--- config.mk ---
export PLATFORM = sky130hd
export DESIGN_NAME = three_wheel_omni_drive_mixer_unit
export DESIGN_NICKNAME = d
export VERILOG_FILES = /design/src/rtl/core/omx_pkg.sv /design/src/rtl/core/omx_queue.sv /design/src/rtl/core/omx_front.sv /design/src/rtl/core/omx_back.sv /design/src/rtl/core/three_wheel_omni_drive_mixer_unit.sv
export SDC_FILE = /design/constraint.sdc
export NUM_CORES = 2
export LEC_CHECK = 0
export ABC_AREA = 1
export BUFFER_PORTS_ARGS = -buffer_cell sky130_fd_sc_hd__clkbuf_2
export CAP_MARGIN = 20
export CORE_MARGIN = 5
export CORE_UTILIZATION = 60
export CTS_CLUSTER_DIAMETER = 150
export DETAILED_ROUTE_END_ITERATION = 6
export PLACE_DENSITY = 0.76
export SLEW_MARGIN = 5
export SYNTH_ARGS = -nofsm -noshare
export SYNTH_HDL_FRONTEND = slang
export SYNTH_SLANG_ARGS = --single-unit
--- constraint.sdc ---
create_clock -name clock -period 10.85 [get_ports clock]
set_input_delay 1.085 -clock clock [delete_from_list [all_inputs] [get_ports clock]]
set_output_delay 1.085 -clock clock [all_outputs]
set_load 0.02 [all_outputs]
--- src/rtl/core/omx_pkg.sv ---
// Package for the three-wheel omni drive mixer: payload structs, state and
// direction enums, fixed-point widths and constants. No dependencies.
`timescale 1ns / 1ps

package omx_pkg;

   localparam int NUM_WHEELS = 3;
   localparam int VEL_W      = 16;
   localparam int DUTY_W     = 11;

   // Wheel speeds in units of 2^-29: the input Q13 value times 2^16.
   localparam int SPD_W      = 34;
   localparam int MAG_W      = SPD_W - 1;
   localparam int SHIFT_HALF = 15;
   localparam int SHIFT_ONE  = 16;
   localparam logic signed [17:0] INV_SIN60 = 18'sd75674;
   localparam logic [MAG_W-1:0]   UNIT_ONE  = MAG_W'(64'd1 << 29);

   // Percent quotient, 0..100, built one bit per step.
   localparam int PCT_W  = 7;
   localparam int STEP_W = $clog2(PCT_W);
   localparam int REM_W  = MAG_W + PCT_W;
   localparam int DSH_W  = MAG_W + PCT_W - 1;

   // Duty mapping.
   localparam int DUTY_OFF   = 1024;
   localparam int OFF_W      = $clog2(DUTY_OFF + 1);
   localparam int DIFF_MAG_W = (OFF_W > DUTY_W) ? OFF_W : DUTY_W;
   localparam int PROD_W     = DIFF_MAG_W + PCT_W;
   localparam int QD_W       = PROD_W - 6;
   localparam int RECIP_SHIFT = 30;
   localparam int RECIP_MUL_I = ((1 << RECIP_SHIFT) + 99) / 100;
   localparam int RECIP_W     = $clog2(RECIP_MUL_I + 1);
   localparam logic [RECIP_W-1:0] RECIP_MUL = RECIP_W'(RECIP_MUL_I);
   localparam int RP_W        = RECIP_SHIFT + QD_W;
   localparam int SUM_W       = ((OFF_W > QD_W) ? OFF_W : QD_W) + 1;
   localparam logic [DIFF_MAG_W-1:0] OFF_DM  = DIFF_MAG_W'(DUTY_OFF);
   localparam logic [SUM_W-1:0]      OFF_SUM = SUM_W'(DUTY_OFF);
   localparam logic [DUTY_W-1:0]     OFF_OUT = DUTY_W'(DUTY_OFF);

   // Register indexes.
   localparam int CSR_IDX_W = 2;
   localparam logic [CSR_IDX_W-1:0] CSR_WHEEL0_MIN = 2'd0;
   localparam logic [CSR_IDX_W-1:0] CSR_WHEEL1_MIN = 2'd1;
   localparam logic [CSR_IDX_W-1:0] CSR_WHEEL2_MIN = 2'd2;

   typedef enum logic [1:0] {
      DIR_STOP,
      DIR_POS,
      DIR_NEG
   } omx_dir_type;

   typedef enum logic [2:0] {
      BK_IDLE,
      BK_DIV,
      BK_SCALE,
      BK_RECIP,
      BK_DUTY,
      BK_EMIT
   } omx_back_state_type;

   typedef struct packed {
      logic signed [VEL_W-1:0] vel_x;
      logic signed [VEL_W-1:0] vel_y;
      logic signed [VEL_W-1:0] vel_rot;
   } omx_req_type;

   typedef struct packed {
      logic [DUTY_W-1:0] wheel0_duty_a;
      logic [DUTY_W-1:0] wheel0_duty_b;
      logic [DUTY_W-1:0] wheel1_duty_a;
      logic [DUTY_W-1:0] wheel1_duty_b;
      logic [DUTY_W-1:0] wheel2_duty_a;
      logic [DUTY_W-1:0] wheel2_duty_b;
   } omx_rsp_type;

   typedef struct packed {
      logic [NUM_WHEELS-1:0][MAG_W-1:0] mag;
      omx_dir_type [NUM_WHEELS-1:0]     dir;
      logic [MAG_W-1:0]                 divisor;
   } omx_cmd_type;

   typedef struct packed {
      logic [NUM_WHEELS-1:0][DUTY_W-1:0] min_duty;
   } omx_mins_type;

endpackage

--- src/rtl/core/omx_queue.sv ---
// Small first-in first-out queue in flops, push/full and pop/empty sides.
// Generic width and depth; no package dependency.
`timescale 1ns / 1ps

module omx_queue #(
   parameter int WIDTH = 8,
   parameter int DEPTH = 2
) (
   input  logic             clock,
   input  logic             reset,
   input  logic             push,
   output logic             full,
   input  logic [WIDTH-1:0] wr_data,
   input  logic             pop,
   output logic             empty,
   output logic [WIDTH-1:0] rd_data
);

   localparam int PTR_W = $clog2(DEPTH);
   localparam int CNT_W = $clog2(DEPTH + 1);

   logic [WIDTH-1:0] mem_ff [DEPTH];
   logic [PTR_W-1:0] wr_ptr_ff, wr_ptr_in;
   logic [PTR_W-1:0] rd_ptr_ff, rd_ptr_in;
   logic [CNT_W-1:0] cnt_ff, cnt_in;
   logic             do_push, do_pop;

   assign full    = (cnt_ff == CNT_W'(DEPTH));
   assign empty   = (cnt_ff == '0);
   assign do_push = push && !full;
   assign do_pop  = pop && !empty;
   assign rd_data = mem_ff[rd_ptr_ff];

   always_comb begin
      wr_ptr_in = wr_ptr_ff;
      rd_ptr_in = rd_ptr_ff;
      cnt_in    = cnt_ff;
      if (do_push) begin
         wr_ptr_in = (wr_ptr_ff == PTR_W'(DEPTH - 1)) ? '0 : wr_ptr_ff + 1'b1;
      end
      if (do_pop) begin
         rd_ptr_in = (rd_ptr_ff == PTR_W'(DEPTH - 1)) ? '0 : rd_ptr_ff + 1'b1;
      end
      if (do_push && !do_pop) begin
         cnt_in = cnt_ff + 1'b1;
      end else if (do_pop && !do_push) begin
         cnt_in = cnt_ff - 1'b1;
      end
   end

   always_ff @(posedge clock) begin
      if (reset) begin
         wr_ptr_ff <= '0;
         rd_ptr_ff <= '0;
         cnt_ff    <= '0;
      end else begin
         wr_ptr_ff <= wr_ptr_in;
         rd_ptr_ff <= rd_ptr_in;
         cnt_ff    <= cnt_in;
      end
   end

   always_ff @(posedge clock) begin
      if (do_push) begin
         mem_ff[wr_ptr_ff] <= wr_data;
      end
   end

endmodule

--- src/rtl/core/omx_front.sv ---
// Front end of the omni mixer: four-stage pipeline that mixes a velocity
// command into signed wheel speeds, magnitudes, directions and divisor. Uses omx_pkg.
`timescale 1ns / 1ps

module omx_front (
   input  logic                 clock,
   input  logic                 reset,
   input  logic                 req_push,
   output logic                 req_full,
   input  omx_pkg::omx_req_type req_data,
   input  logic                 cmd_full,
   output logic                 cmd_push,
   output omx_pkg::omx_cmd_type cmd_data
);
   import omx_pkg::*;

   logic [3:0] vld_ff;
   logic       advance;

   logic signed [SPD_W-1:0] xs_ff, xs_in;
   logic signed [VEL_W-1:0] y_ff, w_ff;
   logic signed [SPD_W-1:0] spd_ff [NUM_WHEELS];
   logic signed [SPD_W-1:0] spd_in [NUM_WHEELS];
   logic signed [SPD_W-1:0] yh, yf, ws;
   logic [MAG_W-1:0]        mag_ff [NUM_WHEELS];
   logic [MAG_W-1:0]        mag_in [NUM_WHEELS];
   omx_dir_type             dir_ff [NUM_WHEELS];
   omx_dir_type             dir_in [NUM_WHEELS];
   omx_cmd_type             cmd_ff, cmd_in;

   // The whole pipe moves as one; hold everything while the last stage waits.
   assign advance  = !vld_ff[3] || !cmd_full;
   assign req_full = !advance;
   assign cmd_push = vld_ff[3] && !cmd_full;
   assign cmd_data = cmd_ff;

   assign xs_in = req_data.vel_x * INV_SIN60;

   always_comb begin
      yh = SPD_W'(y_ff) <<< SHIFT_HALF;
      yf = SPD_W'(y_ff) <<< SHIFT_ONE;
      ws = SPD_W'(w_ff) <<< SHIFT_ONE;
      spd_in[0] = -xs_ff - yh - ws;
      spd_in[1] = yf - ws;
      spd_in[2] = xs_ff - yh - ws;
   end

   always_comb begin
      for (int i = 0; i < NUM_WHEELS; i++) begin
         if (spd_ff[i][SPD_W-1]) begin
            mag_in[i] = MAG_W'(-spd_ff[i]);
            dir_in[i] = DIR_NEG;
         end else begin
            mag_in[i] = MAG_W'(spd_ff[i]);
            dir_in[i] = (spd_ff[i] == '0) ? DIR_STOP : DIR_POS;
         end
      end
   end

   // Divisor is the largest magnitude, never below one.
   always_comb begin
      cmd_in.divisor = UNIT_ONE;
      for (int i = 0; i < NUM_WHEELS; i++) begin
         cmd_in.mag[i] = mag_ff[i];
         cmd_in.dir[i] = dir_ff[i];
         if (mag_ff[i] > cmd_in.divisor) begin
            cmd_in.divisor = mag_ff[i];
         end
      end
   end

   always_ff @(posedge clock) begin
      if (reset) begin
         vld_ff <= '0;
      end else if (advance) begin
         vld_ff <= {vld_ff[2:0], req_push};
      end
   end

   always_ff @(posedge clock) begin
      if (advance) begin
         xs_ff  <= xs_in;
         y_ff   <= req_data.vel_y;
         w_ff   <= req_data.vel_rot;
         spd_ff <= spd_in;
         mag_ff <= mag_in;
         dir_ff <= dir_in;
         cmd_ff <= cmd_in;
      end
   end

endmodule

--- src/rtl/core/omx_back.sv ---
// Back end of the omni mixer: three wheel lanes that divide to a percent one
// bit per cycle, then scale to duty and route by direction. Uses omx_pkg.
`timescale 1ns / 1ps

module omx_back (
   input  logic                  clock,
   input  logic                  reset,
   input  omx_pkg::omx_mins_type mins,
   input  logic                  cmd_empty,
   input  omx_pkg::omx_cmd_type  cmd_data,
   output logic                  cmd_pop,
   input  logic                  rsp_full,
   output logic                  rsp_push,
   output omx_pkg::omx_rsp_type  rsp_data
);
   import omx_pkg::*;

   omx_back_state_type state_ff, state_in;
   logic               load;

   logic [STEP_W-1:0]     step_ff;
   logic [DSH_W-1:0]      dsh_ff;
   logic [REM_W-1:0]      rem_ff  [NUM_WHEELS];
   logic [PCT_W-1:0]      pct_ff  [NUM_WHEELS];
   omx_dir_type           dir_ff  [NUM_WHEELS];
   logic [DIFF_MAG_W-1:0] dmag_ff [NUM_WHEELS];
   logic                  dneg_ff [NUM_WHEELS];
   logic [PROD_W-1:0]     pm_ff   [NUM_WHEELS];
   logic [QD_W-1:0]       qd_ff   [NUM_WHEELS];
   omx_rsp_type           rsp_ff, rsp_in;

   logic [REM_W-1:0]      rem_init [NUM_WHEELS];
   logic [DIFF_MAG_W-1:0] min_x    [NUM_WHEELS];
   logic [DIFF_MAG_W-1:0] dmag_in  [NUM_WHEELS];
   logic                  dneg_in  [NUM_WHEELS];
   logic                  ge       [NUM_WHEELS];
   logic [RP_W-1:0]       rp       [NUM_WHEELS];
   logic [SUM_W-1:0]      dsum     [NUM_WHEELS];
   logic [DUTY_W-1:0]     duty     [NUM_WHEELS];

   assign rsp_data = rsp_ff;

   always_comb begin
      state_in = state_ff;
      load     = 1'b0;
      rsp_push = 1'b0;
      unique case (state_ff)
         BK_IDLE: begin
            load = !cmd_empty;
            if (!cmd_empty) state_in = BK_DIV;
         end
         BK_DIV: begin
            if (step_ff == '0) state_in = BK_SCALE;
         end
         BK_SCALE: state_in = BK_RECIP;
         BK_RECIP: state_in = BK_DUTY;
         BK_DUTY:  state_in = BK_EMIT;
         BK_EMIT: begin
            rsp_push = !rsp_full;
            load     = !rsp_full && !cmd_empty;
            if (!rsp_full) state_in = cmd_empty ? BK_IDLE : BK_DIV;
         end
         default: state_in = BK_IDLE;
      endcase
      cmd_pop = load;
   end

   always_comb begin
      for (int i = 0; i < NUM_WHEELS; i++) begin
         // magnitude times 100 as shifts
         rem_init[i] = (REM_W'(cmd_data.mag[i]) << 6) + (REM_W'(cmd_data.mag[i]) << 5)
                     + (REM_W'(cmd_data.mag[i]) << 2);
         min_x[i]    = DIFF_MAG_W'(mins.min_duty[i]);
         dneg_in[i]  = min_x[i] < OFF_DM;
         dmag_in[i]  = dneg_in[i] ? OFF_DM - min_x[i] : min_x[i] - OFF_DM;
         ge[i]       = rem_ff[i] >= REM_W'(dsh_ff);
         // divide by 100 through a scaled reciprocal
         rp[i]       = pm_ff[i] * RECIP_MUL;
         dsum[i]     = dneg_ff[i] ? OFF_SUM - SUM_W'(qd_ff[i]) : OFF_SUM + SUM_W'(qd_ff[i]);
         duty[i]     = dsum[i][DUTY_W-1:0];
      end
      rsp_in.wheel0_duty_a = (dir_ff[0] == DIR_NEG) ? duty[0] : OFF_OUT;
      rsp_in.wheel0_duty_b = (dir_ff[0] == DIR_POS) ? duty[0] : OFF_OUT;
      rsp_in.wheel1_duty_a = (dir_ff[1] == DIR_NEG) ? duty[1] : OFF_OUT;
      rsp_in.wheel1_duty_b = (dir_ff[1] == DIR_POS) ? duty[1] : OFF_OUT;
      rsp_in.wheel2_duty_a = (dir_ff[2] == DIR_NEG) ? duty[2] : OFF_OUT;
      rsp_in.wheel2_duty_b = (dir_ff[2] == DIR_POS) ? duty[2] : OFF_OUT;
   end

   always_ff @(posedge clock) begin
      if (reset) begin
         state_ff <= BK_IDLE;
      end else begin
         state_ff <= state_in;
      end
   end

   always_ff @(posedge clock) begin
      if (load) begin
         dsh_ff  <= DSH_W'(cmd_data.divisor) << (PCT_W - 1);
         step_ff <= STEP_W'(PCT_W - 1);
         for (int i = 0; i < NUM_WHEELS; i++) begin
            rem_ff[i]  <= rem_init[i];
            pct_ff[i]  <= '0;
            dir_ff[i]  <= cmd_data.dir[i];
            dmag_ff[i] <= dmag_in[i];
            dneg_ff[i] <= dneg_in[i];
         end
      end else begin
         unique case (state_ff)
            BK_DIV: begin
               dsh_ff  <= dsh_ff >> 1;
               step_ff <= step_ff - 1'b1;
               for (int i = 0; i < NUM_WHEELS; i++) begin
                  if (ge[i]) rem_ff[i] <= rem_ff[i] - REM_W'(dsh_ff);
                  pct_ff[i] <= {pct_ff[i][PCT_W-2:0], ge[i]};
               end
            end
            BK_SCALE: begin
               for (int i = 0; i < NUM_WHEELS; i++) begin
                  pm_ff[i] <= PROD_W'(pct_ff[i]) * PROD_W'(dmag_ff[i]);
               end
            end
            BK_RECIP: begin
               for (int i = 0; i < NUM_WHEELS; i++) begin
                  qd_ff[i] <= rp[i][RECIP_SHIFT +: QD_W];
               end
            end
            BK_DUTY: rsp_ff <= rsp_in;
            default: ;
         endcase
      end
   end

endmodule

--- src/rtl/core/three_wheel_omni_drive_mixer_unit.sv ---
// Three-wheel omni drive mixer: velocity command in, six bridge duties out.
// The back end takes a new command only after it has pushed the last result;
// its pace is set by the seven-step percent divider in the back end, whose
// three wheel lanes work in parallel.
// Reset (synchronous, active high) empties both queues, idles the back end and
// clears the three minimum-duty registers to zero.
`timescale 1ns / 1ps

module three_wheel_omni_drive_mixer_unit #(
   parameter int CMD_DEPTH = 2,
   parameter int RSP_DEPTH = 2
) (
   input  logic                                clock,
   input  logic                                reset,
   // command side
   input  logic                                req_push,
   output logic                                req_full,
   input  omx_pkg::omx_req_type                req_data,
   // result side
   output logic                                rsp_empty,
   input  logic                                rsp_pop,
   output omx_pkg::omx_rsp_type                rsp_data,
   // register writes
   input  logic                                csr_we,
   input  logic [omx_pkg::CSR_IDX_W-1:0]       csr_index,
   input  logic [omx_pkg::DUTY_W-1:0]          csr_wdata
);
   import omx_pkg::*;

   omx_mins_type mins_ff, mins_in;

   logic        cmd_push, cmd_full, cmd_pop, cmd_empty;
   omx_cmd_type cmd_wr, cmd_rd;
   logic        rsp_push, rsp_full;
   omx_rsp_type rsp_wr;

   // Register file: decode the index, ignore unknown indexes.
   always_comb begin
      mins_in = mins_ff;
      if (csr_we) begin
         unique case (csr_index)
            CSR_WHEEL0_MIN: mins_in.min_duty[0] = csr_wdata;
            CSR_WHEEL1_MIN: mins_in.min_duty[1] = csr_wdata;
            CSR_WHEEL2_MIN: mins_in.min_duty[2] = csr_wdata;
            default: ;
         endcase
      end
   end

   always_ff @(posedge clock) begin
      if (reset) begin
         mins_ff <= '0;
      end else begin
         mins_ff <= mins_in;
      end
   end

   // Front end: mix, take magnitudes, classify direction, find the divisor.
   omx_front u_front (
      .clock    (clock),
      .reset    (reset),
      .req_push (req_push),
      .req_full (req_full),
      .req_data (req_data),
      .cmd_full (cmd_full),
      .cmd_push (cmd_push),
      .cmd_data (cmd_wr)
   );

   // Decouple the pipelined front from the multi-cycle back end.
   omx_queue #(
      .WIDTH ($bits(omx_cmd_type)),
      .DEPTH (CMD_DEPTH)
   ) u_cmd_queue (
      .clock   (clock),
      .reset   (reset),
      .push    (cmd_push),
      .full    (cmd_full),
      .wr_data (cmd_wr),
      .pop     (cmd_pop),
      .empty   (cmd_empty),
      .rd_data (cmd_rd)
   );

   // Back end: normalize to a percent and map each wheel to its duty pair.
   omx_back u_back (
      .clock     (clock),
      .reset     (reset),
      .mins      (mins_ff),
      .cmd_empty (cmd_empty),
      .cmd_data  (cmd_rd),
      .cmd_pop   (cmd_pop),
      .rsp_full  (rsp_full),
      .rsp_push  (rsp_push),
      .rsp_data  (rsp_wr)
   );

   // Hold finished transactions so the back end keeps working while the
   // consumer stalls.
   omx_queue #(
      .WIDTH ($bits(omx_rsp_type)),
      .DEPTH (RSP_DEPTH)
   ) u_rsp_queue (
      .clock   (clock),
      .reset   (reset),
      .push    (rsp_push),
      .full    (rsp_full),
      .wr_data (rsp_wr),
      .pop     (rsp_pop),
      .empty   (rsp_empty),
      .rd_data (rsp_data)
   );

   // Back end never writes a result into a full output queue.
   assert property (@(posedge clock) disable iff (reset) rsp_push |-> !rsp_full)
      else $error("result pushed into full queue");

   // Back end takes a command only when one is waiting.
   assert property (@(posedge clock) disable iff (reset) cmd_pop |-> !cmd_empty)
      else $error("command popped from empty queue");

   // Reset leaves both queues empty.
   assert property (@(posedge clock) reset |=> (rsp_empty && cmd_empty))
      else $error("queues not empty after reset");

endmodule

==> impl_metrics.json <==
{
  "synth_top_area_share_pct": 33.1,
  "cp.arrival_ps": 7530,
  "num_vias": 74303,
  "port_buffers": 133,
  "grt_pass1_vias": 74959,
  "hold_viol": 0,
  "clockBufferDepth": 3,
  "drv_slew": 0,
  "cp_slowest_cell": "inv_1",
  "numCtsBuffers": 121,
  "ys_seq_area_share_pct": 34.3,
  "postRouteAntennaNets": 0,
  "cts_hold_buf": 0,
  "reg2reg_depth": 31,
  "path_class": "flip-flop to flip-flop",
  "max_stage_delay_ps": 700,
  "gp_congestion": 0.988,
  "grt_setup_unrepaired": "false",
  "min_period_over_period_pct": 64.4,
  "rows": 148,
  "die_y_um": 416,
  "worst_clock_skew_ps": 99.1,
  "grt_pass1_wl_um": 405000,
  "start_kind": "flip-flop",
  "drt-total-wl_um": 256000,
  "post-cts-setup-buffers": 0,
  "hp-class": "flip-flop to flip-flop",
  "tns_ps": 0,
  "syn_inst": 10914,
  "status": "finished, final reports clean",
  "drt_iter0_markers": 6237,
  "grt_usage_pct": 29.5,
  "initial_core_util_pct": 60.5,
  "yosysUniqueCellTypes": 54,
  "cp-end-kind": "flip-flop",
  "viasPerCell": 5.57,
  "ys.flop_type": "edfxtp_1",
  "setup_viol": 0,
  "rrSetupSlack_ps": 3870,
  "area.sequential_um2": 33900,
  "cpMostUsedCell": "nand2_1",
  "area_growth_pct": 7.40,
  "postSynthAreaPerCell_um2": 9.04,
  "rr_startpoint": "u_front.cmd_in[60]$_DFFE_PN_",
  "worstMarginPinSlew_ps": 1040,
  "holdPathEnd": "u_cmd_queue.mem_ff[0][112]$_DFFE_PP_",
  "path_buf_inv": 6,
  "slew_headroom_pct": 30.8,
  "max_freq_mhz": 143,
  "die_x_um": 416,
  "path_delay_family": "simple AND/OR/NAND/NOR gates",
  "cts.sinks": 1147,
  "synth_area_um2": 98700,
  "clock_latency_ps": 820,
  "synthTopCellsByArea": "edfxtp_1 (33%), fa_1 (15%), ha_1 (14%)",
  "io_pins": 134,
  "cts_tree": "yes",
  "num-nets-final": 12998,
  "min_period_ps": 6980,
  "yosysTopAreaCell": "edfxtp_1",
  "fillCellCount": 13354,
  "antenna_found_initial": 3,
  "die-area_um2": 173000,
  "clk_pin_slew_worst_paths_ps": 70,
  "hp-start": "u_front.cmd_data[112]$_DFFE_PN_",
  "dp_hpwl_um": 208000,
  "multiInputGateArea_um2": 56700,
  "cp_data_required_time_ps": 11390,
  "drv_cap": 0,
  "drive_above_1_share_pct": 4.55,
  "gr-total-overflow": 0,
  "grt_max_degree": 177,
  "ys_seq_elements": 1147,
  "reg2reg_to": "u_front.cmd_data[32]$_DFFE_PN_",
  "drcViolationCount": 0,
  "drt-pass1-iter-count": 6,
  "cts-root-buf": "clkbuf_16",
  "yosysWarnings": 0,
  "syn-num-nets": 12857,
  "async_flop_share_pct": 0,
  "routedWlPerCell_um": 19.2,
  "cts.repair.resized": 0,
  "synth_edf_count": 1088,
  "cp_max_fo": 33,
  "cts_max_level": 3,
  "hold_depth": 0,
  "core_um2": 163000
}
cell type report:
cell class | instances | area share (%)
Clock inverter | 87 | 1.02
Multi-Input combinational cell | 7611 | 53.5
Tap cell | 2175 | 2.57
Timing Repair Buffer | 167 | 0.907
Sequential cell | 1147 | 32.0
Clock buffer | 140 | 2.94
Antenna cell | 2 | 0.00472
Inverter | 2007 | 7.12
flip-flops by register name (all words and copies together), names as in the netlist, 39 cells and up, named ones only:
signal / cells
u_back.dsh_ff: 39
u_back.pm_ff: 54
u_back.rem_ff: 120
u_back.rsp_data: 66
u_cmd_queue.mem_ff: 236
u_front.cmd_data: 118
u_front.cmd_in: 86
u_front.spd_ff: 82
u_rsp_queue.mem_ff: 132
worst max-delay path by stage:
stage | to | slack (ps) | from | cells after the start
2_1_floorplan | u_front.cmd_data[100]$_DFFE_PN_ | 2800 | u_cmd_queue.cnt_ff[1]$_SDFFE_PP0P_ | 3
3_3_place_gp | u_front.cmd_data[24]$_DFFE_PN_ | 3390 | u_front.cmd_in[60]$_DFFE_PN_ | 30
3_5_place_dp | u_front.cmd_data[14]$_DFFE_PN_ | 3400 | u_front.cmd_in[60]$_DFFE_PN_ | 29
4_1_cts | u_front.cmd_data[14]$_DFFE_PN_ | 3390 | u_front.cmd_in[60]$_DFFE_PN_ | 29
5_1_grt | u_front.cmd_data[18]$_DFFE_PN_ | 3340 | u_front.cmd_in[62]$_DFFE_PN_ | 31
6_report | u_front.cmd_data[32]$_DFFE_PN_ | 3870 | u_front.cmd_in[60]$_DFFE_PN_ | 31
cells in the final DEF, fill, tap and decap left out, drive strengths merged, types with 50 or more instances in the layout:
| master | n |
|---|---|
| nand2 | 2525 |
| inv | 2017 |
| ha | 1133 |
| edfxtp | 1088 |
| nor2 | 917 |
| fa | 744 |
| a21oi | 532 |
| xor2 | 337 |
| nand3 | 320 |
| o21ai | 299 |
| clkbuf | 273 |
| nand4 | 188 |
| nor3 | 89 |
| xnor2 | 82 |
| mux2 | 66 |
| dfxtp | 59 |
| o21bai | 53 |
| clkinv | 50 |
worst reg2reg max path, delay by kind of cell (launching register included):
| family | cells | cell delay (ps) |
|---|---|---|
| fa+ha+maj | 2 | 550 |
| compound gates | 4 | 1200 |
| simple gates | 19 | 2710 |
| buf+inv | 6 | 1830 |
| flops | 1 | 440 |
synth_stat cells, types with 3 or more instances:
| library cell | instances |
|---|---|
| buf_6 | 11 |
| a41oi_1 | 3 |
| o21a_1 | 17 |
| o21ai_1 | 5 |
| nor4_1 | 36 |
| o31ai_1 | 7 |
| ha_1 | 1133 |
| a31oi_1 | 49 |
| nand4_1 | 188 |
| nand2_1 | 2522 |
| edfxtp_1 | 1088 |
| o21bai_1 | 53 |
| a21boi_0 | 13 |
| inv_2 | 11 |
| a221oi_1 | 4 |
| dfxtp_1 | 59 |
| nor3_2 | 4 |
| xor2_1 | 337 |
| o22ai_1 | 5 |
| fa_1 | 744 |
| o21ai_0 | 294 |
| buf_2 | 19 |
| clkinv_1 | 3 |
| a21o_1 | 49 |
| mux2_2 | 66 |
| a211oi_1 | 35 |
| o32ai_2 | 4 |
| o211ai_1 | 8 |
| nand2_2 | 3 |
| buf_1 | 10 |
| o32ai_1 | 27 |
| or2_2 | 34 |
| and2_1 | 13 |
| a21oi_1 | 530 |
| nor3_1 | 85 |
| o221ai_1 | 3 |
| clkbuf_1 | 107 |
| nor2_2 | 4 |
| nor2_1 | 913 |
| xnor2_1 | 82 |
| inv_1 | 1993 |
| nor3b_1 | 4 |
| nand3_1 | 319 |
| nand3b_1 | 8 |
logic make-up (layout without fill, tap and decap cells):
| family | after synthesis | count (layout) | share of synthesized area (%) |
|---|---|---|---|
| compound gates | 1113 | 1113 | 6.40 |
| xor+xnor | 419 | 419 | 3.72 |
| fa+ha+maj | 1877 | 1877 | 29.5 |
| buf+inv | 2156 | 2401 | 8.32 |
| flops | 1147 | 1147 | 34.3 |
| mux | 66 | 66 | 0.753 |
| other cells | 0 | 2 | 0 |
| simple gates | 4136 | 4136 | 17.0 |
routing by layer:
metal / global-route usage, % / vias to the layer above / part of all wire, %
met5: 0 / - / 0.0051
met4: 10.4 / 2 / 4.0
met3: 4.37 / 462 / 6.8
met2: 49.2 / 2514 / 47
met1: 39.6 / 35675 / 42
li1: - / 35650 / -
per-stage QoR:
stage	hold slack (ps)	util (%)	setup slack, ps	cells	area [um^2]
after CTS	390	64.9	3390	13332	106000
after floorplan	400	-	2800	10914	98700
after global placement	403	62.4	3390	13105	102000
after global routing	411	65.0	3340	13334	106000
after detailed placement	407	62.4	3400	13105	102000
final	408	65.0	3870	13336	106000
Power is left out: the tool's default activity adds up to more than one toggle a clock period on the data nets, which glitch-free logic cannot reach.
